==> config.mk <==
export PLATFORM = sky130hd
export DESIGN_NAME = swb_front
export DESIGN_NICKNAME = d
export VERILOG_FILES = /design/src/rtl/swb_pkg.sv /design/src/rtl/swb_front.sv
export SDC_FILE = /design/constraint.sdc
export NUM_CORES = 1
export LEC_CHECK = 0
export BUFFER_PORTS_ARGS = -buffer_cell sky130_fd_sc_hd__clkbuf_2
export CORE_ASPECT_RATIO = 1.25
export CORE_MARGIN = 3
export CORE_UTILIZATION = 43
export DETAILED_ROUTE_END_ITERATION = 8
export GPL_TIMING_DRIVEN = 0
export PLACE_DENSITY_LB_ADDON = 0.1
export SYNTH_ARGS = -nofsm -noshare
export SYNTH_HDL_FRONTEND = slang
export SYNTH_SLANG_ARGS = --single-unit
==> constraint.sdc <==
create_clock -name clk -period 2.3 [get_ports clk]
set_input_delay 0.23 -clock clk [delete_from_list [all_inputs] [get_ports clk]]
set_output_delay 0.23 -clock clk [all_outputs]
set_load 0.01 [all_outputs]
==> src/rtl/swb_pkg.sv <==
// Shared types, constants and a helper function for the shade-of-gray white balance block.
`timescale 1ns / 1ps
`default_nettype none
package swb_pkg;

	localparam int SAMPLE_W = 8;
	localparam int POW_W    = 48;
	localparam int SUM_W    = 64;
	localparam int WIDE_W   = 128;
	localparam int LIMB_W   = 32;
	localparam int GAIN_W   = 16;
	localparam int COUNT_W  = 17;
	localparam int P_W      = 3;
	localparam int BITS_W   = 4;
	localparam int CFG_IDX_W  = 1;
	localparam int CFG_DATA_W = 4;

	localparam logic CMD_ACCUM = 1'b0;
	localparam logic CMD_APPLY = 1'b1;

	localparam logic [CFG_IDX_W-1:0] REG_NORM_POWER  = 1'b0;
	localparam logic [CFG_IDX_W-1:0] REG_SAMPLE_BITS = 1'b1;

	localparam logic [P_W-1:0]    NORM_POWER_RST  = 3'd6;
	localparam logic [BITS_W-1:0] SAMPLE_BITS_RST = 4'd8;
	localparam logic [GAIN_W-1:0] GAIN_ONE        = 16'd256;
	localparam logic [GAIN_W-1:0] GAIN_MAX        = 16'hFFFF;

	typedef struct packed {
		logic                command;
		logic [SAMPLE_W-1:0] red_in;
		logic [SAMPLE_W-1:0] green_in;
		logic [SAMPLE_W-1:0] blue_in;
		logic                frame_end;
	} pix_t;

	typedef struct packed {
		logic [SAMPLE_W-1:0] red_out;
		logic [SAMPLE_W-1:0] green_out;
		logic [SAMPLE_W-1:0] blue_out;
		logic                overflow_flag;
	} res_t;

	// Queue entry after the front has sorted the beat.
	typedef struct packed {
		logic                is_apply;
		logic                last;
		logic [SAMPLE_W-1:0] r;
		logic [SAMPLE_W-1:0] g;
		logic [SAMPLE_W-1:0] b;
	} job_t;

	typedef struct packed {
		logic               start;
		logic [P_W-1:0]     power;
		logic [COUNT_W-1:0] count;
		logic [SUM_W-1:0]   red_sum;
		logic [SUM_W-1:0]   green_sum;
		logic [SUM_W-1:0]   blue_sum;
	} solve_req_t;

	typedef struct packed {
		logic              done;
		logic [GAIN_W-1:0] red_gain;
		logic [GAIN_W-1:0] blue_gain;
	} solve_rsp_t;

	// Rounded 8.8 gain with clamp to the sample maximum.
	function automatic logic [SAMPLE_W-1:0] scale(input logic [SAMPLE_W-1:0] v,
			input logic [GAIN_W-1:0] gain, input logic [SAMPLE_W:0] maxv);
		logic [SAMPLE_W+GAIN_W:0] prod;
		logic [GAIN_W:0]          r;
		prod = (SAMPLE_W+GAIN_W+1)'(v * gain) + (SAMPLE_W+GAIN_W+1)'(128);
		r = prod[SAMPLE_W+GAIN_W:8];
		if (r > (GAIN_W+1)'(maxv)) begin
			scale = maxv[SAMPLE_W-1:0];
		end else begin
			scale = r[SAMPLE_W-1:0];
		end
	endfunction

endpackage
`default_nettype wire

==> src/rtl/swb_front.sv <==
// Front end: accepts pixel beats, sorts them into jobs and queues them for the back end.
`timescale 1ns / 1ps
`default_nettype none
module swb_front (
	input  wire              clk,
	input  wire              arst_n,
	input  wire              pix_valid,
	output logic             pix_ready,
	input  swb_pkg::pix_t    pix,
	output logic             job_valid,
	input  wire              job_ready,
	output swb_pkg::job_t    job
);

	swb_pkg::job_t fifo_q [2];
	logic          wr_ptr_q;
	logic          rd_ptr_q;
	logic [1:0]    count_q;
	logic          push;
	logic          pop;
	swb_pkg::job_t entry;

	always_comb begin
		entry.is_apply = (pix.command == swb_pkg::CMD_APPLY);
		// frame_end means nothing on an apply beat.
		entry.last     = pix.frame_end && (pix.command == swb_pkg::CMD_ACCUM);
		entry.r        = pix.red_in;
		entry.g        = pix.green_in;
		entry.b        = pix.blue_in;
	end

	assign pix_ready = (count_q != 2'd2);
	assign job_valid = (count_q != 2'd0);
	assign job       = fifo_q[rd_ptr_q];
	assign push      = pix_valid && pix_ready;
	assign pop       = job_valid && job_ready;

	always_ff @(posedge clk) begin
		if (push) begin
			fifo_q[wr_ptr_q] <= entry;
		end
	end

	always_ff @(posedge clk or negedge arst_n) begin
		if (!arst_n) begin
			wr_ptr_q <= 1'b0;
			rd_ptr_q <= 1'b0;
			count_q  <= 2'd0;
		end else begin
			if (push) begin
				wr_ptr_q <= !wr_ptr_q;
			end
			if (pop) begin
				rd_ptr_q <= !rd_ptr_q;
			end
			if (push && !pop) begin
				count_q <= count_q + 2'd1;
			end else if (pop && !push) begin
				count_q <= count_q - 2'd1;
			end
		end
	end

endmodule
`default_nettype wire

# ---- Word-level counts from Yosys, hierarchy flattened
# Memories as Yosys holds them, arrays and structs flattened.
# Index checks and enable logic that the tools add are counted.
dict set report word_totals {
  register_bits 4
  ramBits 52
  input_bits 30
  output_inout_bits 28
  mem_count 1
}
# name depth width read_ports rd_ports_with_merged_regs wr line
set mem_list {}
lappend mem_list {fifo_q 2 26 1 0 1 swb_front.sv:15} ;# swb_pkg::job_t fifo_q [2];
dict set report classes {
  add_sub_neg 2
  eq_ne 1
  muxes 4
  n_bitwise 1
  n_reduce_logical 11
}
# operator count
set op_table {}
lappend op_table {{1-bit logical AND} 5}
lappend op_table {{1-bit logical NOT} 4}
lappend op_table {{2-bit two-way mux} 2}
lappend op_table {{2-bit nonzero test} 2}
lappend op_table {{2-bit by 1-bit adder with 2-bit output (second input constant)} 1}
lappend op_table {{1-bit two-way mux} 2}
lappend op_table {{2-bit != test (second input constant)} 1}
lappend op_table {{2-bit by 1-bit subtractor with 2-bit output (second input constant)} 1}
lappend op_table {{1-bit inverter} 1}

# ---- Depth between registers and ports, before layout
dict set report depth {
  word_depth 6
  ltp_mapped 7
}

# ---- Least setup slack after synthesis
# Ideal clock, no wire load.
dict set report synth_path {
  path_type {flip-flop to flip-flop}
  start {register count_q[0]}
  end {memory fifo_q[0][0] (netlist bit), enable pin}
  setup_ns 0.409
  arrival_time_ns 1.807
  required_time_ns 1.891
  path_slack_ns 0.085
  stages_incl_launch_ff 4
  n_path_buf 0
  period_less_slack_ns 2.215
  path_cell_list {dfrtp_1 > nand2b_1 > nand2_1 > nor2_1}
}
dict set report synth_between {
  elab_chain_cells 4
}
# item line
set synth_lines {}
lappend synth_lines {{from (decl)} swb_front.sv:18} ;# logic [1:0] count_q;
lappend synth_lines {{from (signal assigned)} swb_front.sv:57} ;# count_q <= count_q + 2'd1;
lappend synth_lines {{from (signal assigned)} swb_front.sv:59} ;# count_q <= count_q - 2'd1;
lappend synth_lines {{2-bit != test} swb_front.sv:32} ;# assign pix_ready = (count_q != 2'd2);
lappend synth_lines {{net pix_ready} swb_front.sv:8} ;# output logic pix_ready,
lappend synth_lines {{1-bit logical AND} swb_front.sv:35} ;# assign push = pix_valid && pix_ready;
lappend synth_lines {{1-bit two-way mux} swb_front.sv:39} ;# if (push) begin
lappend synth_lines {{1-bit two-way mux (implied by the code)} swb_front.sv:40} ;# fifo_q[wr_ptr_q] <= entry;
lappend synth_lines {{to (decl)} swb_front.sv:15}
# The timed path passes the listed nets, and every way through them passes these cells.

# ---- Worst setup path after layout
dict set report layout_path {
  start {register count_q[0]}
  end {memory fifo_q[1][15] (netlist bit), enable pin}
}
dict set report layout_between {
  elab_chain_cells 4
}
# item line
set layout_lines {}
lappend layout_lines {{2-bit != test} swb_front.sv:32}
lappend layout_lines {{1-bit logical AND} swb_front.sv:35}
lappend layout_lines {{1-bit two-way mux} swb_front.sv:39}
lappend layout_lines {{1-bit two-way mux (implied by the code)} swb_front.sv:40}
# No other way between the ends.

==> results by group <==
Status
  • Status: finished clean

Die
  • Initial Utilization: 45.4%
  • Die W: 69.6 um
  • Full die area: 5960 sq um
  • Rows: 28
  • Core area: 4800 sq um
  • Ports: 58
  • Die Y: 85.6 um

CTS
  • Post-CTS setup repair buffer count: 0
  • Clock latency on the worst-skew pair: 0.30 ns
  • Root Buffer: clkbuf_8
  • Sink Count: 56
  • CTS tree: built
  • Post-CTS sizing: 0
  • H-tree Lvls: 2
  • Max clock buf depth: 2
  • Clock slew at reported path FFs: 0.10 ns
  • Hold-fix buffers, CTS: 1
  • CTS Buf Count: 5

Timing
  • Worst-margin pin slew: 1.22 ns
  • Final setup viols: 0
  • TNS Setup: 0 ns
  • Fmax: 508 MHz
  • Final worst setup slack: 0.332 ns
  • Clock Skew: 0.00681 ns
  • Max-slew violations: 0
  • Final hold viol count: 0
  • Tmin final: 1.97 ns
  • Smallest hold slack: 0.112 ns
  • Worst slew margin: 18.9%
  • Period utilization: 85.6%
  • RSZ-0062 raised after global routing: no

Worst setup path
  • Worst Setup SP: count_q[0]
  • CP Cell Sequence: nand2b_1 > and3_1
  • CP Capture Point: fifo_q[1][15]
  • RR Endpoint: fifo_q[1][15]
  • Slowest stage delay, CP: 0.98 ns
  • Startpoint types: flop
  • R2R depth: 2
  • Peak fanout along the critical path: 26
  • WP data required: 2.21 ns
  • Kind of critical path: reg -> reg
  • WP data arrival: 1.88 ns
  • Slowest cell on crit path: and3_1
  • Worst setup EP type: flop
  • Worst R2R Start: count_q[0]
  • R2R Setup Slk: 0.33 ns

Power
  • Pwr/cell area: 1200 nW/um^2
  • Reg power frac: 46.5%
  • Power share of the combinational group: 38.0%
  • Psw: 936 uW
  • Leak: 1.08 nW
  • Worst ir drop on vdd: 0.000865 V
  • Internal power: 2.24 mW
  • Switching Fraction: 29.4%
  • Clk pwr share: 15.5%

Synthesis
  • Avg Cell Area, Syn: 21.8 sq um
  • Syn Inst Count: 100
  • #FFs+latches synth: 56
  • Synth cell types: 16
  • Sequential share of the synthesized area: 76.3%
  • Syn Nets: 131
  • Mapped Area: 2180 sq um
  • Yosys warns: 0

Drt
  • DRT Pass-1 Iters: 4
  • Drt drc: 0
  • DR vias/cell: 4.82
  • Vias: 1,094
  • Routed WL per cell: 14.7 um
  • Routed WL: 3340 um
  • Post-route ant nets: 0
  • DR iter-0 viols: 44

Layout
  • Leading cell type in the layout, fill and taps excluded: clkbuf_2
  • ANT cells: 0
  • Share of cells above drive strength 1: 56.9%
  • Finished Layout Cells: 227
  • Fin nets: 197
  • Layout overhead on the synthesized area: 21.6%
  • Util after Layout: 55.2%
  • Footprint of the multi-input gates: 463 sq um
  • Fill cells: 398
  • Seq. cell area: 1660 sq um
  • Most frequent cells in the layout: clkbuf_2, edfxtp_1, mux2_4

Global route
  • Total track usage: 11.8%
  • Total grt overflow: 0
  • Initial antenna violation count: 0
  • Largest net degree at the start of global routing: 27
  • First-pass GRT wire length: 5360 um
  • Vias in the first global route: 1,211

Placed design
  • Routability cong.: 0.701
  • Detailed placer's ending HPWL: 2390 um
  • Placed cells: 218
  • PortBufs: 57
  • DP Worst Slack: 0.306 ns

Job
  • Total of max-cap violations: 0

Min path
  • HP Class: in -> reg
  • Hold path depth: 1
## worst min path at each step
stage,start,to,slack [ns]
2_1_floorplan,arst_n,count_q[0],-0.07
3_3_place_gp,arst_n,count_q[1],0.04
3_5_place_dp,arst_n,wr_ptr_q,0.04
4_1_cts,pix[20],fifo_q[0][19],0.10
5_1_grt,pix[8],fifo_q[0][7],0.09
6_report,pix[8],fifo_q[1][7],0.11
## routing by layer
metal	GRT usage (%)	wire length [um]	up-vias
li1	-	-	511
met1	11.7	1220	544
met2	22.4	1870	35
met3	4.34	218	4
met4	4.18	32	0
met5	0	0	-
## power by group through the flow
| stage | Combinational [mW] | Clock, mW | Sequential, mW |
|---|---|---|---|
| detailed placement | 1.24 | 0 | 1.51 |
| floorplan | 0.859 | 0 | 1.48 |
| CTS | 1.25 | 0.514 | 1.48 |
| global route | 1.30 | 0.567 | 1.50 |
| global placement | 1.19 | 0 | 1.49 |
| finish | 1.21 | 0.494 | 1.48 |
## synth_stat cells, drive strengths merged
library cell | number | area (sq um)
mux2 | 26 | 364
nand2b | 1 | 6.26
inv | 1 | 3.75
xnor2 | 3 | 26.3
dfrtp | 4 | 100
buf | 3 | 51.3
xor2 | 2 | 17.5
nor2b | 1 | 6.26
edfxtp | 52 | 1560
nand2 | 2 | 7.51
and3 | 1 | 6.26
nor2 | 2 | 7.51
or2 | 1 | 6.26
ha | 1 | 12.5
## cells by family (layout without fill, tap and decap cells)
kind of cell | Yosys count | in the layout | share of synthesized area [%]
DFF | 56 | 56 | 76.3
muxes | 26 | 26 | 16.7
and+or+nand+nor | 8 | 8 | 1.84
xor gates and xnor gates | 5 | 5 | 2.01
buffers and inverters | 4 | 71 | 2.53
adders and majority gates | 1 | 1 | 0.575
## sequential cells by signal (all words and copies together) (netlist names)
name	cells
count_q	2
rd_ptr_q	1
wr_ptr_q	1
fifo_q	52
## area by class of cell
| class | instances | share of cell area, % |
|---|---|---|
| flip-flops and latches | 56 | 62.8 |
| inverters | 1 | 0.142 |
| plain buffers | 3 | 1.94 |
| clock inverters | 3 | 0.520 |
| repair buffers | 59 | 11.7 |
| multi-input cells | 40 | 17.5 |
| well taps | 60 | 2.84 |
| clock buffers | 5 | 2.60 |
## worst max-delay path, delay by kind of cell (launching register included)
family / cells / cell delay [ns]
DFF: 1 / 0.41
and+or+nand+nor: 2 / 1.15
## metrics by stage
step                      area (sq um)  total power [mW]
after floorplan                   2180              2.34
after detailed placement          2550              2.74
final                             2650              3.18
after global placement            2540              2.68
after CTS                         2650              3.24
after global routing              2650              3.37
(Power assumes the default switching activity.)
