**config.mk**
```make
export PLATFORM = sky130hd
export DESIGN_NAME = swb_back
export DESIGN_NICKNAME = d
export VERILOG_FILES = /design/src/rtl/swb_pkg.sv /design/src/rtl/swb_back.sv
export SDC_FILE = /design/constraint.sdc
export NUM_CORES = 2
export LEC_CHECK = 0
export ABC_AREA = 0
export BUFFER_PORTS_ARGS = -buffer_cell sky130_fd_sc_hd__buf_2
export CAP_MARGIN = 40
export CORE_ASPECT_RATIO = 2
export CORE_MARGIN = 2
export CORE_UTILIZATION = 50
export DETAILED_ROUTE_END_ITERATION = 10
export PLACE_DENSITY = 0.7
export SYNTH_ARGS = -nofsm -noshare
export SYNTH_HDL_FRONTEND = slang
export SYNTH_SLANG_ARGS = --single-unit
```
**constraint.sdc**
```tcl
create_clock -name clk -period 6.2 [get_ports clk]
set_clock_uncertainty 0.15 [all_clocks]
set_input_delay 0.31 -clock clk [delete_from_list [all_inputs] [get_ports clk]]
set_output_delay 0.31 -clock clk [all_outputs]
set_load 0.005 [all_outputs]
```
**src/rtl/swb_pkg.sv**
```systemverilog
// Shared types, constants and a helper function for the shade-of-gray white balance block.
`timescale 1ns / 1ps
`default_nettype none
package swb_pkg;

	localparam int SAMPLE_W = 8;
	localparam int POW_W    = 48;
	localparam int SUM_W    = 64;
	localparam int WIDE_W   = 128;
	localparam int LIMB_W   = 32;
	localparam int GAIN_W   = 16;
	localparam int COUNT_W  = 17;
	localparam int P_W      = 3;
	localparam int BITS_W   = 4;
	localparam int CFG_IDX_W  = 1;
	localparam int CFG_DATA_W = 4;

	localparam logic CMD_ACCUM = 1'b0;
	localparam logic CMD_APPLY = 1'b1;

	localparam logic [CFG_IDX_W-1:0] REG_NORM_POWER  = 1'b0;
	localparam logic [CFG_IDX_W-1:0] REG_SAMPLE_BITS = 1'b1;

	localparam logic [P_W-1:0]    NORM_POWER_RST  = 3'd6;
	localparam logic [BITS_W-1:0] SAMPLE_BITS_RST = 4'd8;
	localparam logic [GAIN_W-1:0] GAIN_ONE        = 16'd256;
	localparam logic [GAIN_W-1:0] GAIN_MAX        = 16'hFFFF;

	typedef struct packed {
		logic                command;
		logic [SAMPLE_W-1:0] red_in;
		logic [SAMPLE_W-1:0] green_in;
		logic [SAMPLE_W-1:0] blue_in;
		logic                frame_end;
	} pix_t;

	typedef struct packed {
		logic [SAMPLE_W-1:0] red_out;
		logic [SAMPLE_W-1:0] green_out;
		logic [SAMPLE_W-1:0] blue_out;
		logic                overflow_flag;
	} res_t;

	// Queue entry after the front has sorted the beat.
	typedef struct packed {
		logic                is_apply;
		logic                last;
		logic [SAMPLE_W-1:0] r;
		logic [SAMPLE_W-1:0] g;
		logic [SAMPLE_W-1:0] b;
	} job_t;

	typedef struct packed {
		logic               start;
		logic [P_W-1:0]     power;
		logic [COUNT_W-1:0] count;
		logic [SUM_W-1:0]   red_sum;
		logic [SUM_W-1:0]   green_sum;
		logic [SUM_W-1:0]   blue_sum;
	} solve_req_t;

	typedef struct packed {
		logic              done;
		logic [GAIN_W-1:0] red_gain;
		logic [GAIN_W-1:0] blue_gain;
	} solve_rsp_t;

	// Rounded 8.8 gain with clamp to the sample maximum.
	function automatic logic [SAMPLE_W-1:0] scale(input logic [SAMPLE_W-1:0] v,
			input logic [GAIN_W-1:0] gain, input logic [SAMPLE_W:0] maxv);
		logic [SAMPLE_W+GAIN_W:0] prod;
		logic [GAIN_W:0]          r;
		prod = (SAMPLE_W+GAIN_W+1)'(v * gain) + (SAMPLE_W+GAIN_W+1)'(128);
		r = prod[SAMPLE_W+GAIN_W:8];
		if (r > (GAIN_W+1)'(maxv)) begin
			scale = maxv[SAMPLE_W-1:0];
		end else begin
			scale = r[SAMPLE_W-1:0];
		end
	endfunction

endpackage
`default_nettype wire

```
**src/rtl/swb_back.sv**
```systemverilog
// Back end: power sums, frame bookkeeping, gain registers and the apply path.
`timescale 1ns / 1ps
`default_nettype none
module swb_back #(
	parameter int PIXEL_BITS       = 8,
	parameter int MAX_FRAME_PIXELS = 65536,
	parameter int MAX_POWER        = 6
) (
	input  wire                                   clk,
	input  wire                                   arst_n,
	input  wire                                   cfg_we,
	input  wire  [swb_pkg::CFG_IDX_W-1:0]         cfg_addr,
	input  wire  [swb_pkg::CFG_DATA_W-1:0]        cfg_wdata,
	input  wire                                   job_valid,
	output logic                                  job_ready,
	input  swb_pkg::job_t                         job,
	output logic                                  res_valid,
	input  wire                                   res_ready,
	output swb_pkg::res_t                         res,
	output swb_pkg::solve_req_t                   solve_req,
	input  swb_pkg::solve_rsp_t                   solve_rsp
);

	typedef enum logic [4:0] {
		B_IDLE  = 5'b00001,
		B_POW   = 5'b00010,
		B_ACC   = 5'b00100,
		B_START = 5'b01000,
		B_SOLVE = 5'b10000
	} bstate_t;

	bstate_t state_q;

	logic [swb_pkg::P_W-1:0]    norm_power_q;
	logic [swb_pkg::BITS_W-1:0] sample_bits_q;
	logic [swb_pkg::P_W-1:0]    p_eff;
	logic [swb_pkg::BITS_W-1:0] bits_eff;
	logic [swb_pkg::SAMPLE_W:0] maxv;

	logic [swb_pkg::SAMPLE_W-1:0] x_r_q, x_g_q, x_b_q;
	logic [swb_pkg::POW_W-1:0]    pw_r_q, pw_g_q, pw_b_q;
	logic [swb_pkg::P_W-1:0]      k_q;
	logic                         last_q;
	logic [swb_pkg::SUM_W-1:0]    sum_r_q, sum_g_q, sum_b_q;
	logic [swb_pkg::COUNT_W-1:0]  count_q;
	logic                         ovf_q;
	logic [swb_pkg::GAIN_W-1:0]   red_gain_q, blue_gain_q;
	swb_pkg::res_t                res_q;
	logic                         res_valid_q;
	logic                         take;
	logic                         room;

	always_comb begin
		if (norm_power_q == '0) begin
			p_eff = 3'd1;
		end else if (norm_power_q > 3'(MAX_POWER)) begin
			p_eff = 3'(MAX_POWER);
		end else begin
			p_eff = norm_power_q;
		end
		if (sample_bits_q == '0) begin
			bits_eff = 4'd1;
		end else if (sample_bits_q > 4'(PIXEL_BITS)) begin
			bits_eff = 4'(PIXEL_BITS);
		end else begin
			bits_eff = sample_bits_q;
		end
		maxv = 9'((10'd1 << bits_eff) - 10'd1);
	end

	assign room      = !res_valid_q || res_ready;
	assign job_ready = (state_q == B_IDLE) && (!job.is_apply || room);
	assign take      = job_valid && job_ready;
	assign res_valid = res_valid_q;
	assign res       = res_q;

	assign solve_req.start     = (state_q == B_START);
	assign solve_req.power     = p_eff;
	assign solve_req.count     = count_q;
	assign solve_req.red_sum   = sum_r_q;
	assign solve_req.green_sum = sum_g_q;
	assign solve_req.blue_sum  = sum_b_q;

	always_ff @(posedge clk) begin
		if (take && job.is_apply) begin
			res_q.red_out       <= swb_pkg::scale(job.r, red_gain_q, maxv);
			res_q.green_out     <= swb_pkg::scale(job.g, swb_pkg::GAIN_ONE, maxv);
			res_q.blue_out      <= swb_pkg::scale(job.b, blue_gain_q, maxv);
			res_q.overflow_flag <= ovf_q;
		end
		if (take && !job.is_apply) begin
			x_r_q  <= job.r;
			x_g_q  <= job.g;
			x_b_q  <= job.b;
			pw_r_q <= swb_pkg::POW_W'(job.r);
			pw_g_q <= swb_pkg::POW_W'(job.g);
			pw_b_q <= swb_pkg::POW_W'(job.b);
			k_q    <= 3'd1;
			last_q <= job.last;
		end
		if (state_q == B_POW) begin
			pw_r_q <= swb_pkg::POW_W'(pw_r_q * x_r_q);
			pw_g_q <= swb_pkg::POW_W'(pw_g_q * x_g_q);
			pw_b_q <= swb_pkg::POW_W'(pw_b_q * x_b_q);
			k_q    <= k_q + 3'd1;
		end
	end

	always_ff @(posedge clk or negedge arst_n) begin
		if (!arst_n) begin
			state_q       <= B_IDLE;
			norm_power_q  <= swb_pkg::NORM_POWER_RST;
			sample_bits_q <= swb_pkg::SAMPLE_BITS_RST;
			sum_r_q       <= '0;
			sum_g_q       <= '0;
			sum_b_q       <= '0;
			count_q       <= '0;
			ovf_q         <= 1'b0;
			red_gain_q    <= swb_pkg::GAIN_ONE;
			blue_gain_q   <= swb_pkg::GAIN_ONE;
			res_valid_q   <= 1'b0;
		end else begin
			if (cfg_we) begin
				unique case (cfg_addr)
					swb_pkg::REG_NORM_POWER:  norm_power_q  <= cfg_wdata[swb_pkg::P_W-1:0];
					swb_pkg::REG_SAMPLE_BITS: sample_bits_q <= cfg_wdata;
					default: begin
					end
				endcase
			end
			if (take && job.is_apply) begin
				res_valid_q <= 1'b1;
			end else if (res_ready) begin
				res_valid_q <= 1'b0;
			end
			unique case (state_q)
				B_IDLE: begin
					if (take && !job.is_apply) begin
						state_q <= (p_eff == 3'd1) ? B_ACC : B_POW;
					end
				end
				B_POW: begin
					if (3'(k_q + 3'd1) == p_eff) begin
						state_q <= B_ACC;
					end
				end
				B_ACC: begin
					// Pixels past the frame limit are dropped but still flag the frame.
					if (count_q < swb_pkg::COUNT_W'(MAX_FRAME_PIXELS)) begin
						sum_r_q <= sum_r_q + swb_pkg::SUM_W'(pw_r_q);
						sum_g_q <= sum_g_q + swb_pkg::SUM_W'(pw_g_q);
						sum_b_q <= sum_b_q + swb_pkg::SUM_W'(pw_b_q);
						count_q <= count_q + 17'd1;
						if (count_q == '0) begin
							ovf_q <= 1'b0;
						end
					end else begin
						ovf_q <= 1'b1;
					end
					state_q <= last_q ? B_START : B_IDLE;
				end
				B_START: begin
					sum_r_q <= '0;
					sum_g_q <= '0;
					sum_b_q <= '0;
					count_q <= '0;
					state_q <= B_SOLVE;
				end
				B_SOLVE: begin
					if (solve_rsp.done) begin
						red_gain_q  <= solve_rsp.red_gain;
						blue_gain_q <= solve_rsp.blue_gain;
						state_q     <= B_IDLE;
					end
				end
				default: state_q <= B_IDLE;
			endcase
		end
	end

endmodule
`default_nettype wire

```
After elaboration in Yosys (flattened, before gate mapping) --
Cells that the tools add are included.
Storage, ports and cells: bits in latches 0, input bits 69, bits in writable memories 0, memories 0, ROM bits 0, word-level logic and storage cells 110, output and inout port bits 240, register bits after elaboration 452
Cells by class: reduce and logical (&&, ||, !) cells 20, div/mod/pow operators 0, multipliers 5, add/sub/neg operators 9, shifts and indexed selects 1, muxes and demuxes 33, bitwise logic cells 1, order comparisons 6, equality and inequality tests 12
Operators with widths (number):
- one-hot mux 64 bit (2 select lines) | 3
- 2-to-1 mux 48 bit | 6
- adder 64 x 48 -> 64 bit | 3
- 2-to-1 mux 64 bit | 3
- multiplier 48 x 8 -> 48 bit | 3
- adder 24 x 8 -> 25 bit, second input constant | 2
- multiplier 8 x 16 -> 24 bit | 2
- greater-than comparator 17 x 9 -> 1 bit | 2
- one-hot mux 17 bit (2 select lines) | 1
- one-hot mux 5 bit (5 select lines) | 1
- 2-to-1 mux 8 bit | 3
- adder 16 x 8 -> 17 bit, second input constant | 1
- adder 17 x 1 -> 17 bit, second input constant | 1
- logical NOT 17 bit | 1
- less-than comparator 17 bit, second input constant | 1
- 2-to-1 mux 17 bit | 1
- 2-to-1 mux 3 bit | 5
- 2-to-1 mux 5 bit | 3
- 2-to-1 mux 4 bit | 3
- AND reduction 2 bit | 5
- greater-than comparator 9 bit | 1
- << shifter 1 x 4 -> 9 bit, first input constant | 1
- subtractor 9 x 1 -> 9 bit, second input constant | 1
- != test 2 x 1 -> 1 bit, second input constant | 3
- 20 further kinds | 31

Longest topological paths before layout --
depth after elaboration 8, gate-level depth with buffers 29, gate-level depth less buffers 28

Least setup slack after synthesis --
No wires, ideal clock.
kind in2reg, start input job[19] in the netlist's numbering, end register res_q (netlist bit res[18]) (data pin), required time 5788 ps, arrival 6403 ps, buffers on the path 1, setup slack -615 ps, library setup time 262 ps, stages on the path 28, cell sequence clkbuf_1 -> nand2_1 -> fa_1 -> fa_1 -> inv_1 -> fa_1 -> inv_1 -> fa_1 -> inv_1 -> ha_1 -> o21a_1 -> o21ai_0 -> a21oi_1 -> nor2b_1 -> a21oi_1 -> nand2_1 -> a21o_1 -> a21oi_1 -> xnor2_1 -> ha_1 -> a211o_1 -> o221ai_1 -> a21oi_1 -> o21ai_0 -> o221a_2 -> o21ai_1 -> nor4_4 -> mux2_1
On the way: cells in the longest elaborated chain, start to end 4
Ends and longest elaborated chain:
- from (decl) | RTL line swb_back.sv:16 | input swb_pkg::job_t job,
- multiplier 8 x 16 -> 24 bit * | RTL line swb_pkg.sv:73 | prod = (SAMPLE_W+GAIN_W+1)'(v * gain) + (SAMPLE_W+GAIN_W+1)'(128);
- adder 24 x 8 -> 25 bit * | RTL line swb_pkg.sv:73
- greater-than comparator 17 x 9 -> 1 bit | RTL line swb_pkg.sv:75 | if (r > (GAIN_W+1)'(maxv)) begin
- 2-to-1 mux 8 bit * | RTL line swb_pkg.sv:75
- to (decl) | RTL line swb_back.sv:48 | swb_pkg::res_t res_q;
Every way passes the cells marked *; elsewhere a longest branch is shown, timed or not. A chain may end at the register's enable or synchronous reset.

Worst setup path in the final report --
start register red_gain_q[8] in the netlist's numbering, end register res_q (netlist bit res[21]) (data pin)
On the way: cells in the longest elaborated chain, start to end 4
Ends and longest elaborated chain:
- from (decl) | RTL line swb_back.sv:47 | logic [swb_pkg::GAIN_W-1:0] red_gain_q, blue_gain_q;
- from (signal assigned) | RTL line swb_back.sv:119 | red_gain_q <= swb_pkg::GAIN_ONE;
- from (signal assigned) | RTL line swb_back.sv:171 | red_gain_q <= solve_rsp.red_gain;
- multiplier 8 x 16 -> 24 bit * | RTL line swb_pkg.sv:73
- adder 24 x 8 -> 25 bit * | RTL line swb_pkg.sv:73
- greater-than comparator 17 x 9 -> 1 bit | RTL line swb_pkg.sv:75
- 2-to-1 mux 8 bit * | RTL line swb_pkg.sv:75
Marks and branches as above.

==> impl_metrics.json <==
{
  "status": "complete, but fails checks",
  "violations": "negative setup slack",
  "fin_area_sq_mm": 0.0739,
  "clkSinkCount": 452,
  "synthCells": 7128,
  "syn_area_per_cell_sq_um": 9.06,
  "vias_per_cell": 5.78,
  "drt-initial-drc-count": 3179,
  "postSynth.asyncResetShare": 0.564,
  "tightest_slew_ns": 0.879,
  "drv_cap": 0,
  "wire_per_inst_microns": 21.4,
  "crit_arrival_ns": 6.65,
  "die_h_microns": 512,
  "path_common_cell": "fa_1",
  "rsz0062_at_grt": "yes",
  "grt_pass1_vias": 59900,
  "area_growth_pct": 14.4,
  "yosys_warnings": 0,
  "setup_viol": 13,
  "r2r_cells": 27,
  "synth_enable_flop_cells": 197,
  "clk_pin_slew_ns": 0.07,
  "netlist_area_sq_mm": 0.0646,
  "required_ns": 6.47,
  "period_needed_ns": 6.39,
  "via_count": 54800,
  "grt_start_max_net_pins": 128,
  "dpl.hpwl_mm": 161,
  "cp_max_fo": 8,
  "synth_cell_types": 93,
  "timing.fmax_mhz": 157,
  "postRouteAntennaNets": 0,
  "insertion_delay_ns": 0.70,
  "die_w_microns": 258,
  "cts_tree": "done",
  "grtUsageMet2": 0.592,
  "met1_usage": 0.316,
  "slew_viol_final": 0,
  "ys_ff_latch": 452,
  "place_congestion": 0.955,
  "die_area_sq_mm": 0.132,
  "core-area_sq_mm": 0.128,
  "end_kind": "register",
  "dr.pass1.iters": 8,
  "crit_path_start_kind": "register",
  "grt.met3_usage": 0.0414,
  "final.period_utilization": 1.03,
  "cts_root_buffer": "clkbuf_16",
  "postPlaceCellArea_sq_mm": 0.0705,
  "fin_ws_ns": -0.186,
  "start_util": 0.504,
  "routed_wl_mm": 203,
  "crit_slowest_cell": "dfstp_2",
  "port-buffer-count": 308,
  "slew_headroom": 0.414,
  "hold_viol": 0,
  "grt_overflow": 0,
  "drc": 0,
  "grt_pass1_wl_mm": 318,
  "whs_path_depth": 4,
  "fin_nets": 9173,
  "numCtsBuffers": 53,
  "dominantRegCellSynth": "dfrtp_1",
  "hold_path.class": "input pin to register",
  "track_usage": 0.308,
  "synth_seq_area_share": 0.190,
  "design.portCount": 309,
  "rows": 186,
  "grt_busiest_layer": "met2",
  "antenna_found_initial": 10,
  "worstSetupPathType": "register to register",
  "slowest_delay_ns": 0.59,
  "cts_buffer_depth": 3,
  "htreeDepth": 2,
  "drive_gt1_frac": 0.133
}
-- flip-flops by register name, summed over array words and instances (netlist names), 4 cells and up --
| signal | count |
|---|---|
| red_gain_q | 16 |
| sample_bits_q | 4 |
| pw_b_q | 48 |
| sum_g_q | 64 |
| x_b_q | 8 |
| count_q | 17 |
| blue_gain_q | 16 |
| sum_r_q | 64 |
| res | 25 |
| sum_b_q | 64 |
| x_r_q | 8 |
| x_g_q | 8 |
| state_q | 5 |
| pw_g_q | 48 |
| pw_r_q | 48 |
-- cells in the final DEF, fill, tap and decap left out, types with 184 or more instances in the layout --
cell / instances
o21ai_0: 300
a21oi_1: 294
buf_4: 388
edfxtp_1: 197
xnor2_1: 185
buf_2: 307
nand2_1: 976
fa_1: 920
ha_1: 437
nor2_1: 350
a21o_1: 184
and2_1: 664
dfrtp_1: 247
inv_1: 853
-- final timing paths --
| check | start | endpoint | slack, ns |
|---|---|---|---|
| max in group asynchronous | arst_n | red_gain_q[5] | 4.50 |
| min reg2reg | last_q | state_q[3] | 0.35 |
| max reg2reg | red_gain_q[8] | res[21] | -0.19 |
| min | job[2] | pw_b_q[2] | 0.06 |
| min in group asynchronous | arst_n | sum_g_q[40] | 0.07 |
| max | red_gain_q[8] | res[21] | -0.19 |
-- routing by layer --
metal / vias up / share of wire
met5: - / 0.00034
met4: 10 / 0.063
met3: 696 / 0.054
met2: 1917 / 0.54
met1: 27600 / 0.34
li1: 24500 / -
-- cell usage after synthesis (81+ instances only) --
cell,n,area [sq um]
nand2_1,985,3700
fa_1,925,18500
a21oi_1,313,1570
clkbuf_1,262,983
xor2_1,153,1340
nand3_1,168,841
dfrtp_1,249,6230
and2_1,669,4190
edfxtp_1,197,5920
nor2_1,352,1320
nand4_1,81,507
inv_1,861,3230
xnor2_1,186,1630
ha_1,456,5710
a21o_1,184,1380
o21ai_0,309,1550
-- stage by stage --
| stage | utilization | setup WS (ns) | hold slack (ns) | instances | TNS [ns] |
|---|---|---|---|---|---|
| after floorplan | - | -0.147 | -0.136 | 7133 | -0.880 |
| after global placement | 0.550 | -0.445 | 0.194 | 9245 | -4.07 |
| after detailed placement | 0.550 | -0.516 | 0.200 | 9247 | -5.56 |
| after CTS | 0.573 | -0.174 | 0.00726 | 9438 | -1.56 |
| after global routing | 0.576 | -0.475 | 0.0628 | 9461 | -6.56 |
| final | 0.577 | -0.186 | 0.0550 | 9466 | -1.61 |
-- worst max-delay path, delay by kind of cell, from the launching register on --
kind / cells / cell delay [ns]
fa+ha+maj: 6 / 2.54
compound gates: 9 / 1.44
simple gates: 5 / 0.45
buf+inv: 5 / 0.50
mux: 1 / 0.33
xor+xnor: 1 / 0.13
flops: 1 / 0.59
-- cells by family after synthesis --
logic type	synth area share
adder cells (fa/ha/maj)	0.375
buffers and inverters	0.0660
multiplexers	0.0110
AO/OA/AOI/OAI	0.118
XOR/XNOR	0.0460
other	0.0000580
flip-flops	0.190
AND/OR/NAND/NOR	0.194
-- final cells by class --
type / instances / area, sq um
antenna: 6 / 15.0
clock buffer: 64 / 1460
clock inverter: 36 / 322
fill: 11300 / 54300
inverter: 861 / 3230
multi-input combinational: 5549 / 48600
sequential: 452 / 12300
tap: 1692 / 2120
timing repair buffer: 806 / 5840
-- what timing repair did --
| item | CTS | global route |
|---|---|---|
| gates resized for setup | 43 | 68 |
| cloned | 0 | 1 |
| hold buffers | 74 | 0 |
| pin swaps | 25 | 28 |
| buffers inserted | 17 | 21 |
| endpoints found under the setup margin | 17 | 33 |
| hold endpoints to repair | 165 | 0 |
Power is left out: the tool's default activity adds up to more than one toggle a clock period on the data nets, which glitch-free logic cannot reach.
