### config.mk
export PLATFORM = sky130hd
export DESIGN_NAME = swb_solve
export DESIGN_NICKNAME = d
export VERILOG_FILES = /design/src/rtl/swb_pkg.sv /design/src/rtl/swb_solve.sv
export SDC_FILE = /design/constraint.sdc
export NUM_CORES = 2
export LEC_CHECK = 0
export ABC_CLOCK_PERIOD_IN_PS = 7050
export BUFFER_PORTS_ARGS = -buffer_cell sky130_fd_sc_hd__buf_2
export CAP_MARGIN = 30
export CORE_MARGIN = 2
export CORE_UTILIZATION = 46
export DETAILED_ROUTE_END_ITERATION = 8
export GPL_ROUTABILITY_DRIVEN = 0
export PLACE_DENSITY = 0.73
export SLEW_MARGIN = 10
export SYNTH_ARGS = -nofsm -noshare
export SYNTH_HDL_FRONTEND = slang
export SYNTH_SLANG_ARGS = --single-unit
### constraint.sdc
create_clock -name clk -period 7.05 [get_ports clk]
set_clock_uncertainty 0.15 [all_clocks]
set_input_delay 0.3525 -clock clk [delete_from_list [all_inputs] [get_ports clk]]
set_output_delay 0.3525 -clock clk [all_outputs]
set_load 0.05 [all_outputs]
### src/rtl/swb_pkg.sv
// Shared types, constants and a helper function for the shade-of-gray white balance block.
`timescale 1ns / 1ps
`default_nettype none
package swb_pkg;

	localparam int SAMPLE_W = 8;
	localparam int POW_W    = 48;
	localparam int SUM_W    = 64;
	localparam int WIDE_W   = 128;
	localparam int LIMB_W   = 32;
	localparam int GAIN_W   = 16;
	localparam int COUNT_W  = 17;
	localparam int P_W      = 3;
	localparam int BITS_W   = 4;
	localparam int CFG_IDX_W  = 1;
	localparam int CFG_DATA_W = 4;

	localparam logic CMD_ACCUM = 1'b0;
	localparam logic CMD_APPLY = 1'b1;

	localparam logic [CFG_IDX_W-1:0] REG_NORM_POWER  = 1'b0;
	localparam logic [CFG_IDX_W-1:0] REG_SAMPLE_BITS = 1'b1;

	localparam logic [P_W-1:0]    NORM_POWER_RST  = 3'd6;
	localparam logic [BITS_W-1:0] SAMPLE_BITS_RST = 4'd8;
	localparam logic [GAIN_W-1:0] GAIN_ONE        = 16'd256;
	localparam logic [GAIN_W-1:0] GAIN_MAX        = 16'hFFFF;

	typedef struct packed {
		logic                command;
		logic [SAMPLE_W-1:0] red_in;
		logic [SAMPLE_W-1:0] green_in;
		logic [SAMPLE_W-1:0] blue_in;
		logic                frame_end;
	} pix_t;

	typedef struct packed {
		logic [SAMPLE_W-1:0] red_out;
		logic [SAMPLE_W-1:0] green_out;
		logic [SAMPLE_W-1:0] blue_out;
		logic                overflow_flag;
	} res_t;

	// Queue entry after the front has sorted the beat.
	typedef struct packed {
		logic                is_apply;
		logic                last;
		logic [SAMPLE_W-1:0] r;
		logic [SAMPLE_W-1:0] g;
		logic [SAMPLE_W-1:0] b;
	} job_t;

	typedef struct packed {
		logic               start;
		logic [P_W-1:0]     power;
		logic [COUNT_W-1:0] count;
		logic [SUM_W-1:0]   red_sum;
		logic [SUM_W-1:0]   green_sum;
		logic [SUM_W-1:0]   blue_sum;
	} solve_req_t;

	typedef struct packed {
		logic              done;
		logic [GAIN_W-1:0] red_gain;
		logic [GAIN_W-1:0] blue_gain;
	} solve_rsp_t;

	// Rounded 8.8 gain with clamp to the sample maximum.
	function automatic logic [SAMPLE_W-1:0] scale(input logic [SAMPLE_W-1:0] v,
			input logic [GAIN_W-1:0] gain, input logic [SAMPLE_W:0] maxv);
		logic [SAMPLE_W+GAIN_W:0] prod;
		logic [GAIN_W:0]          r;
		prod = (SAMPLE_W+GAIN_W+1)'(v * gain) + (SAMPLE_W+GAIN_W+1)'(128);
		r = prod[SAMPLE_W+GAIN_W:8];
		if (r > (GAIN_W+1)'(maxv)) begin
			scale = maxv[SAMPLE_W-1:0];
		end else begin
			scale = r[SAMPLE_W-1:0];
		end
	endfunction

endpackage
`default_nettype wire

### src/rtl/swb_solve.sv
// Gain solver: bitwise search for each channel norm, then two restoring divisions.
`timescale 1ns / 1ps
`default_nettype none
module swb_solve (
	input  wire                 clk,
	input  wire                 arst_n,
	input  swb_pkg::solve_req_t req,
	output swb_pkg::solve_rsp_t rsp
);

	typedef enum logic [7:0] {
		V_IDLE  = 8'b00000001,
		V_SETUP = 8'b00000010,
		V_CAND  = 8'b00000100,
		V_MUL   = 8'b00001000,
		V_CMP   = 8'b00010000,
		V_DLOAD = 8'b00100000,
		V_DSTEP = 8'b01000000,
		V_DONE  = 8'b10000000
	} vstate_t;

	vstate_t state_q;

	logic [swb_pkg::SUM_W-1:0]   sum_q [3];
	logic [swb_pkg::COUNT_W-1:0] count_q;
	logic [swb_pkg::P_W-1:0]     p_q;
	logic [1:0]                  ch_q;
	logic [3:0]                  bit_q;
	logic [15:0]                 q_q;
	logic [swb_pkg::WIDE_W-1:0]  lhs_q;
	logic [swb_pkg::WIDE_W-1:0]  rhs_q;
	logic [1:0]                  limb_q;
	logic [15:0]                 carry_q;
	logic [swb_pkg::P_W-1:0]     mcnt_q;
	logic [15:0]                 norm_q [3];
	logic                        div_idx_q;
	logic [24:0]                 num_q;
	logic [15:0]                 rem_q;
	logic [15:0]                 nc_q;
	logic [4:0]                  dcnt_q;
	logic [swb_pkg::GAIN_W-1:0]  red_gain_q;
	logic [swb_pkg::GAIN_W-1:0]  blue_gain_q;

	logic [15:0] cand;
	logic [47:0] mul_t;
	logic        fits;
	logic [15:0] nc_sel;
	logic [16:0] rem_s;
	logic        qbit;
	logic [24:0] num_nx;
	logic [swb_pkg::GAIN_W-1:0] gain_nx;

	always_comb begin
		cand   = q_q | (16'd1 << bit_q);
		mul_t  = 48'(lhs_q[{limb_q, 5'b00000} +: swb_pkg::LIMB_W] * cand) + 48'(carry_q);
		fits   = (lhs_q <= rhs_q);
		nc_sel = div_idx_q ? norm_q[2] : norm_q[0];
		rem_s  = {rem_q, num_q[24]};
		qbit   = (rem_s >= {1'b0, nc_q});
		num_nx = {num_q[23:0], qbit};
		if (nc_q == 16'd0) begin
			gain_nx = swb_pkg::GAIN_ONE;
		end else if (num_nx[24:16] != 9'd0) begin
			gain_nx = swb_pkg::GAIN_MAX;
		end else begin
			gain_nx = num_nx[15:0];
		end
	end

	assign rsp.done      = (state_q == V_DONE);
	assign rsp.red_gain  = red_gain_q;
	assign rsp.blue_gain = blue_gain_q;

	always_ff @(posedge clk) begin
		if (req.start) begin
			sum_q[0] <= req.red_sum;
			sum_q[1] <= req.green_sum;
			sum_q[2] <= req.blue_sum;
			count_q  <= req.count;
			p_q      <= req.power;
		end
		unique case (state_q)
			V_SETUP: begin
				rhs_q <= swb_pkg::WIDE_W'(sum_q[ch_q]) << {p_q, 3'b000};
				bit_q <= 4'd15;
				q_q   <= 16'd0;
			end
			V_CAND: begin
				lhs_q   <= swb_pkg::WIDE_W'(count_q);
				limb_q  <= 2'd0;
				carry_q <= 16'd0;
				mcnt_q  <= '0;
			end
			V_MUL: begin
				lhs_q[{limb_q, 5'b00000} +: swb_pkg::LIMB_W] <= mul_t[31:0];
				limb_q <= limb_q + 2'd1;
				if (limb_q == 2'd3) begin
					carry_q <= 16'd0;
					mcnt_q  <= mcnt_q + 3'd1;
				end else begin
					carry_q <= mul_t[47:32];
				end
			end
			V_CMP: begin
				if (fits) begin
					q_q <= cand;
				end
				if (bit_q == 4'd0) begin
					norm_q[ch_q] <= fits ? cand : q_q;
				end else begin
					bit_q <= bit_q - 4'd1;
				end
			end
			V_DLOAD: begin
				num_q  <= 25'({norm_q[1], 8'h00}) + 25'(nc_sel >> 1);
				rem_q  <= 16'd0;
				nc_q   <= nc_sel;
				dcnt_q <= 5'd0;
			end
			V_DSTEP: begin
				rem_q  <= qbit ? 16'(rem_s - {1'b0, nc_q}) : rem_s[15:0];
				num_q  <= num_nx;
				dcnt_q <= dcnt_q + 5'd1;
			end
			default: begin
			end
		endcase
	end

	always_ff @(posedge clk or negedge arst_n) begin
		if (!arst_n) begin
			state_q     <= V_IDLE;
			ch_q        <= 2'd0;
			div_idx_q   <= 1'b0;
			red_gain_q  <= swb_pkg::GAIN_ONE;
			blue_gain_q <= swb_pkg::GAIN_ONE;
		end else begin
			unique case (state_q)
				V_IDLE: begin
					if (req.start) begin
						ch_q      <= 2'd0;
						div_idx_q <= 1'b0;
						// An empty frame has zero norms everywhere.
						if (req.count == '0) begin
							red_gain_q  <= swb_pkg::GAIN_ONE;
							blue_gain_q <= swb_pkg::GAIN_ONE;
							state_q     <= V_DONE;
						end else begin
							state_q <= V_SETUP;
						end
					end
				end
				V_SETUP: state_q <= V_CAND;
				V_CAND:  state_q <= V_MUL;
				V_MUL: begin
					if (limb_q == 2'd3 && 3'(mcnt_q + 3'd1) == p_q) begin
						state_q <= V_CMP;
					end
				end
				V_CMP: begin
					if (bit_q != 4'd0) begin
						state_q <= V_CAND;
					end else if (ch_q == 2'd2) begin
						state_q <= V_DLOAD;
					end else begin
						ch_q    <= ch_q + 2'd1;
						state_q <= V_SETUP;
					end
				end
				V_DLOAD: state_q <= V_DSTEP;
				V_DSTEP: begin
					if (dcnt_q == 5'd24) begin
						if (div_idx_q) begin
							blue_gain_q <= gain_nx;
							state_q     <= V_DONE;
						end else begin
							red_gain_q <= gain_nx;
							div_idx_q  <= 1'b1;
							state_q    <= V_DLOAD;
						end
					end
				end
				V_DONE: state_q <= V_IDLE;
				default: state_q <= V_IDLE;
			endcase
		end
	end

endmodule
`default_nettype wire

======== After elaboration in Yosys (flattened, before gate mapping) ========
Memories as Yosys holds them, arrays and structs flattened.
Index checks and enable logic that the tools add are counted.
word-level totals
  register bits after elaboration ......... 422
  RAM bits ................................ 240
  input bits .............................. 215
  output and inout bits ................... 33
  logic and storage cells ................. 124
  memories ................................ 2
memory list
  name    words  bits a word  rd ports  clocked after Yosys merged registers in  wr ports  line             text
  sum_q   3      64           1         0                                        3         swb_solve.sv:24  logic [swb_pkg::SUM_W-1:0] sum_q [3];
  norm_q  3      16           3         0                                        1         swb_solve.sv:35  logic [15:0] norm_q [3];
cells by class
  $add $sub $neg .......................... 9
  $mul .................................... 1
  magnitude comparators ................... 2
  equality and inequality tests ........... 22
  shift-type cells ........................ 5
  mux-type cells .......................... 46
  bitwise logic cells ..................... 1
  reductions and logical operators ........ 18
operators with widths
  cell                        count
  $pmux W128 S2               1
  $mux W16                    12
  $pmux W16 S2                5
  $bwmux W128                 1
  $le A128 B128 Y1            1
  $shift A32 B9 Y128 const A  1
  $shiftx A128 B8 Y32         1
  $shiftx A32 B9 Y128         1
  $shl A64 B6 Y128            1
  $pmux W8 S7                 1
  $pmux W25 S2                1
  $add A48 B16 Y48            1
  $mul A32 B16 Y48            1
  $mux W8                     5
  $add A24 B15 Y25            1
  $ne A2 B2 Y1 const B        10
  $ge A17 B16 Y1              1
  $logic_not A17 Y1           1
  $logic_not A16 Y1           1
  $or A16 B16 Y16             1
  $shl A1 B4 Y16 const A      1
  $sub A16 B16 Y16            1
  $mux W6                     2
  $pmux W5 S2                 1
  33 further kinds            51

======== Logic depth before layout (Yosys ltp) ========
  word-level depth ........................ 7
  depth in mapped cells ................... 29
  depth with buffers taken out ............ 26

======== Worst setup path after synthesis ========
No wires, ideal clock.
  kind .................................... register to register
  start ................................... register limb_q[1]
  end ..................................... register lhs_q[87] (netlist name), data pin
  library setup time ...................... 266 ps
  arrival ................................. 7374 ps
  data required time ...................... 6634 ps
  path slack .............................. -740 ps
  stages on the path, launching flop included .. 26
  buffers on the path ..................... 2
  clock period less this slack ............ 7790 ps
  cell sequence ........................... edfxtp_1 -> clkbuf_1 -> buf_1 -> mux2_2 -> o21ai_1 -> nor2_1 -> fa_1 -> inv_1 -> fa_1 -> inv_1 -> fa_1 -> fa_1 -> fa_1 -> inv_1 -> fa_1 -> inv_1 -> ha_1 -> a21oi_1 -> nand3b_1 -> a311o_1 -> and3_1 -> or4_1 -> a21oi_1 -> xor2_1 -> o41a_1 -> nor2_1
between the ends
  word-level cells in the longest chain between the ends .. 6
  elaborated cells between the ends (all ways) .. 8
  those cells by class .................... add/sub (2); mul (1); shift (3); mux (2)
RTL lines
  item                            line             text
  start: declaration              swb_solve.sv:32  logic [1:0] limb_q;
  start signal: assignment        swb_solve.sv:96  limb_q <= limb_q + 2'd1;
  $shiftx A128 B8 Y32             swb_solve.sv:55  mul_t = 48'(lhs_q[{limb_q, 5'b00000} +: swb_pkg::LIMB_W] * cand) + 48'(carry_q);
  $mul A32 B16 Y48                swb_solve.sv:55
  $add A48 B16 Y48                swb_solve.sv:55
  $shiftx A32 B9 Y128             swb_solve.sv:95  lhs_q[{limb_q, 5'b00000} +: swb_pkg::LIMB_W] <= mul_t[31:0];
  $bwmux W128 *                   swb_solve.sv:95
  $pmux W128 S2 *                 swb_solve.sv:82  unique case (state_q)
  end signal: assignment          swb_solve.sv:89  lhs_q <= swb_pkg::WIDE_W'(count_q);
  end signal: indexed assignment  swb_solve.sv:95
  end: declaration                swb_solve.sv:30  logic [swb_pkg::WIDE_W-1:0] lhs_q;
Every way passes the cells marked *; elsewhere a longest branch is shown, timed or not.
A chain may end at the register's enable or synchronous reset.

======== Worst setup path after layout ========
  start ................................... register bit_q[2]
  end ..................................... register carry_q[0], data pin
between the ends
  word-level cells in the longest chain between the ends .. 6
RTL lines
  item                      line              text
  start: declaration        swb_solve.sv:28   logic [3:0] bit_q;
  start signal: assignment  swb_solve.sv:111  bit_q <= bit_q - 4'd1;
  $shl A1 B4 Y16            swb_solve.sv:54   cand = q_q | (16'd1 << bit_q);
  $or A16 B16 Y16           swb_solve.sv:54
  $mul A32 B16 Y48          swb_solve.sv:55
  $add A48 B16 Y48          swb_solve.sv:55
  $mux W16                  swb_solve.sv:97   if (limb_q == 2'd3) begin
  $pmux W16 S2              swb_solve.sv:82
  end signal: assignment    swb_solve.sv:101  carry_q <= mul_t[47:32];
  end: declaration          swb_solve.sv:33   logic [15:0] carry_q;
No other way between the ends.

==> impl_metrics.tcl <==
set metrics [dict create \
    ant_nets 0 \
    setup_ws_ns -0.450 \
    crit_arrival_ns 7.66 \
    track_usage_pct 28.5 \
    hold_path_class "input port to flop" \
    ys_ff_latch 654 \
    syn_area_um2 48900 \
    core_um2 105000 \
    grt_max_degree 183 \
    synth-seq-area-share_pct 39.7 \
    fp.dieArea_um2 109000 \
    die_w_um 330 \
    endpoint_kind "flop" \
    die_y_um 330 \
    start_util_pct 46.4 \
    reg2reg_slack_ns -0.45 \
    tightest_slew_ns 1.01 \
    cts.clk_slew.worst_paths_ns 0.07 \
    synth_edf_count 611 \
    status "complete, but fails checks" \
    setup_viol 75 \
    final.period_utilization_pct 106 \
    vias 39900 \
    stdcell_count 7000 \
    drt_iter0_drc 4505 \
    cap_violations 0 \
    worstSetupStartpointType "flop" \
    grt_pass1_vias 40400 \
    syn2layout_area_growth_pct 28.6 \
    antenna_found_initial 4 \
    drcViolationCount 0 \
    path_class "flop to flop" \
    yosys_warnings 0 \
    root_buffer "clkbuf_16" \
    cts_made_buffers 61 \
    cts_tree "done" \
    syn_avg_cell_area_um2 10.6 \
    dr.pass1.iters 8 \
    relSlewSlack_pct 32.4 \
    postSynthCellCount 4632 \
    cts-htree-levels 2 \
    ioPinCount 248 \
    cts_sinks 654 \
    routedWlPerCell_um 23.1 \
    dpl.hpwl_mm 110 \
    synth_ff_type "edfxtp_1" \
    clkLatencyLatePin_ns 0.69 \
    clock_path_buffers 3 \
    rsz0062_at_grt "true" \
    min_to "sum_q[0][57]" \
    grt_overflow 0 \
    hold_depth 1 \
    crit_fanout 21 \
    synthDistinctLibCells 74 \
    numPortBuffers 247 \
    violations "negative setup slack" \
    reg2regPathDepth 27 \
    hp-start "req[212]" \
    final_layout_size_suffix_gt1_share_pct 25.4 \
    grt_pass1_wl_mm 237 \
    fmax_ghz 0.133 \
    fin_crit_ns 7.50 \
    slew_viol_final 0 \
    vias_per_cell 5.71 \
    rows 119 \
    synth.net_count 5580 \
    hold_viol_final 0 \
    async_reset_ff_share_pct 6.57 \
    dp_cells 6523 \
    nNetsFinal 6505 \
    totalWireLength_mm 162 \
    critPathRequiredTime_ns 7.21 \
    r2r_end "carry_q[0]" \
    regToRegStartpoint "bit_q[2]" \
]
## cells in the mapped netlist, types with 36 or more instances
cell type | instances | area (um2)
nor3_1 | 36 | 180
mux2_2 | 55 | 619
nand3_1 | 43 | 215
nor2b_1 | 71 | 444
inv_1 | 713 | 2680
o21ai_0 | 159 | 796
edfxtp_1 | 611 | 18300
nand2_1 | 511 | 1920
and2_1 | 152 | 951
xnor2_1 | 43 | 377
dfrtp_1 | 40 | 1000
nor2_1 | 385 | 1450
a21oi_1 | 235 | 1180
ha_1 | 297 | 3720
mux2i_1 | 142 | 1420
buf_1 | 38 | 143
a21o_1 | 69 | 518
o22ai_1 | 45 | 282
clkbuf_1 | 162 | 608
fa_1 | 436 | 8730
## state kept, by name, indices dropped and copies added (netlist names), 17 cells and up
| signal | flops |
|---|---|
| rhs_q | 120 |
| num_q | 25 |
| sum_q | 192 |
| count_q | 17 |
| norm_q | 48 |
| lhs_q | 128 |
## metrics by stage
step	util, %	setup TNS, ns	cell area, um2	setup slack, ns	hold WS (ns)
3_3_place_gp	52.3	-21.03	55100	-0.483	0.310
5_1_grt	59.7	-29.21	62900	-0.607	0.0455
3_5_place_dp	52.3	-27.22	55100	-0.616	0.320
2_1_floorplan	-	-0.0589	49100	-0.0589	-0.0931
6_report	59.7	-18.35	62900	-0.450	0.0271
4_1_cts	58.4	-3.07	61500	-0.222	0.0123
## cells by family after synthesis
| family | synth area share [%] |
|---|---|
| flip-flops | 39.7 |
| XOR/XNOR | 1.29 |
| multiplexers | 5.19 |
| AND/OR/NAND/NOR | 12.4 |
| adder cells (fa/ha/maj) | 25.4 |
| AO/OA/AOI/OAI | 8.89 |
| buffers and inverters | 7.07 |
## layout by cell type, fill, tap and decap left out, types with 75 or more instances in the layout
| cell | instances |
|---|---|
| dlygate4sd3_1 | 214 |
| inv_1 | 640 |
| fa_1 | 396 |
| buf_4 | 466 |
| buf_2 | 246 |
| a21oi_1 | 196 |
| ha_1 | 262 |
| o21ai_0 | 143 |
| mux2i_1 | 140 |
| edfxtp_1 | 611 |
| and2_1 | 128 |
| buf_6 | 75 |
| nand2_1 | 475 |
| nor2_1 | 375 |
## final cells by class
type	count	area, um2
antenna	1	2.50
clock buffer	75	1620
clock inverter	39	453
fill	7956	42500
inverter	715	2690
multi-input combinational	3061	28000
sequential	654	19400
tap	1391	1740
timing repair buffer	1064	8970
## worst max-delay path, cell delays in order (launching register included)
cell      delay, ns
edfxtp_1       0.47
buf_4          0.18
nor2b_4        0.22
buf_4          0.16
a21o_1         0.18
buf_12         0.19
nand2_1        0.10
fa_1           0.50
inv_1          0.07
fa_1           0.54
fa_2           0.69
fa_1           0.44
fa_1           0.56
inv_2          0.04
fa_1           0.53
inv_1          0.04
ha_2           0.18
buf_6          0.13
a21oi_4        0.11
o21ai_2        0.07
or3_1          0.36
o21a_1         0.25
o21ai_2        0.24
buf_6          0.15
o21ai_0        0.09
o21ai_1        0.13
xor2_1         0.23
nor2_1         0.10
## worst max path at each step
stage,from,to,slack [ns],cells after the start
6_report,bit_q[2],carry_q[0],-0.45,27
5_1_grt,bit_q[2],carry_q[0],-0.61,27
4_1_cts,limb_q[1],lhs_q[87],-0.22,26
3_5_place_dp,limb_q[0],carry_q[8],-0.62,24
3_3_place_gp,limb_q[0],carry_q[0],-0.48,26
2_1_floorplan,limb_q[1],lhs_q[87],-0.06,25
## per-layer routing
layer	wire, um	GRT usage [%]	up-vias	part of all wire (%)
met5	20	0	-	0.012
li1	-	-	17300	-
met3	17300	5.47	672	11
met2	73300	45.2	2527	45
met1	58100	36.2	19400	36
met4	13200	17.7	2	8.1
## timing repair
action / CTS / global route
gates cloned: 7 / 2
endpoints found under the hold margin: 252 / 4
endpoints found under the setup margin: 88 / 91
pin swaps: 180 / 182
resized for setup: 276 / 264
buffers inserted: 99 / 47
hold buffers: 213 / 1
Power is left out: the tool's default activity adds up to more than one toggle a clock period on the data nets, which glitch-free logic cannot reach.
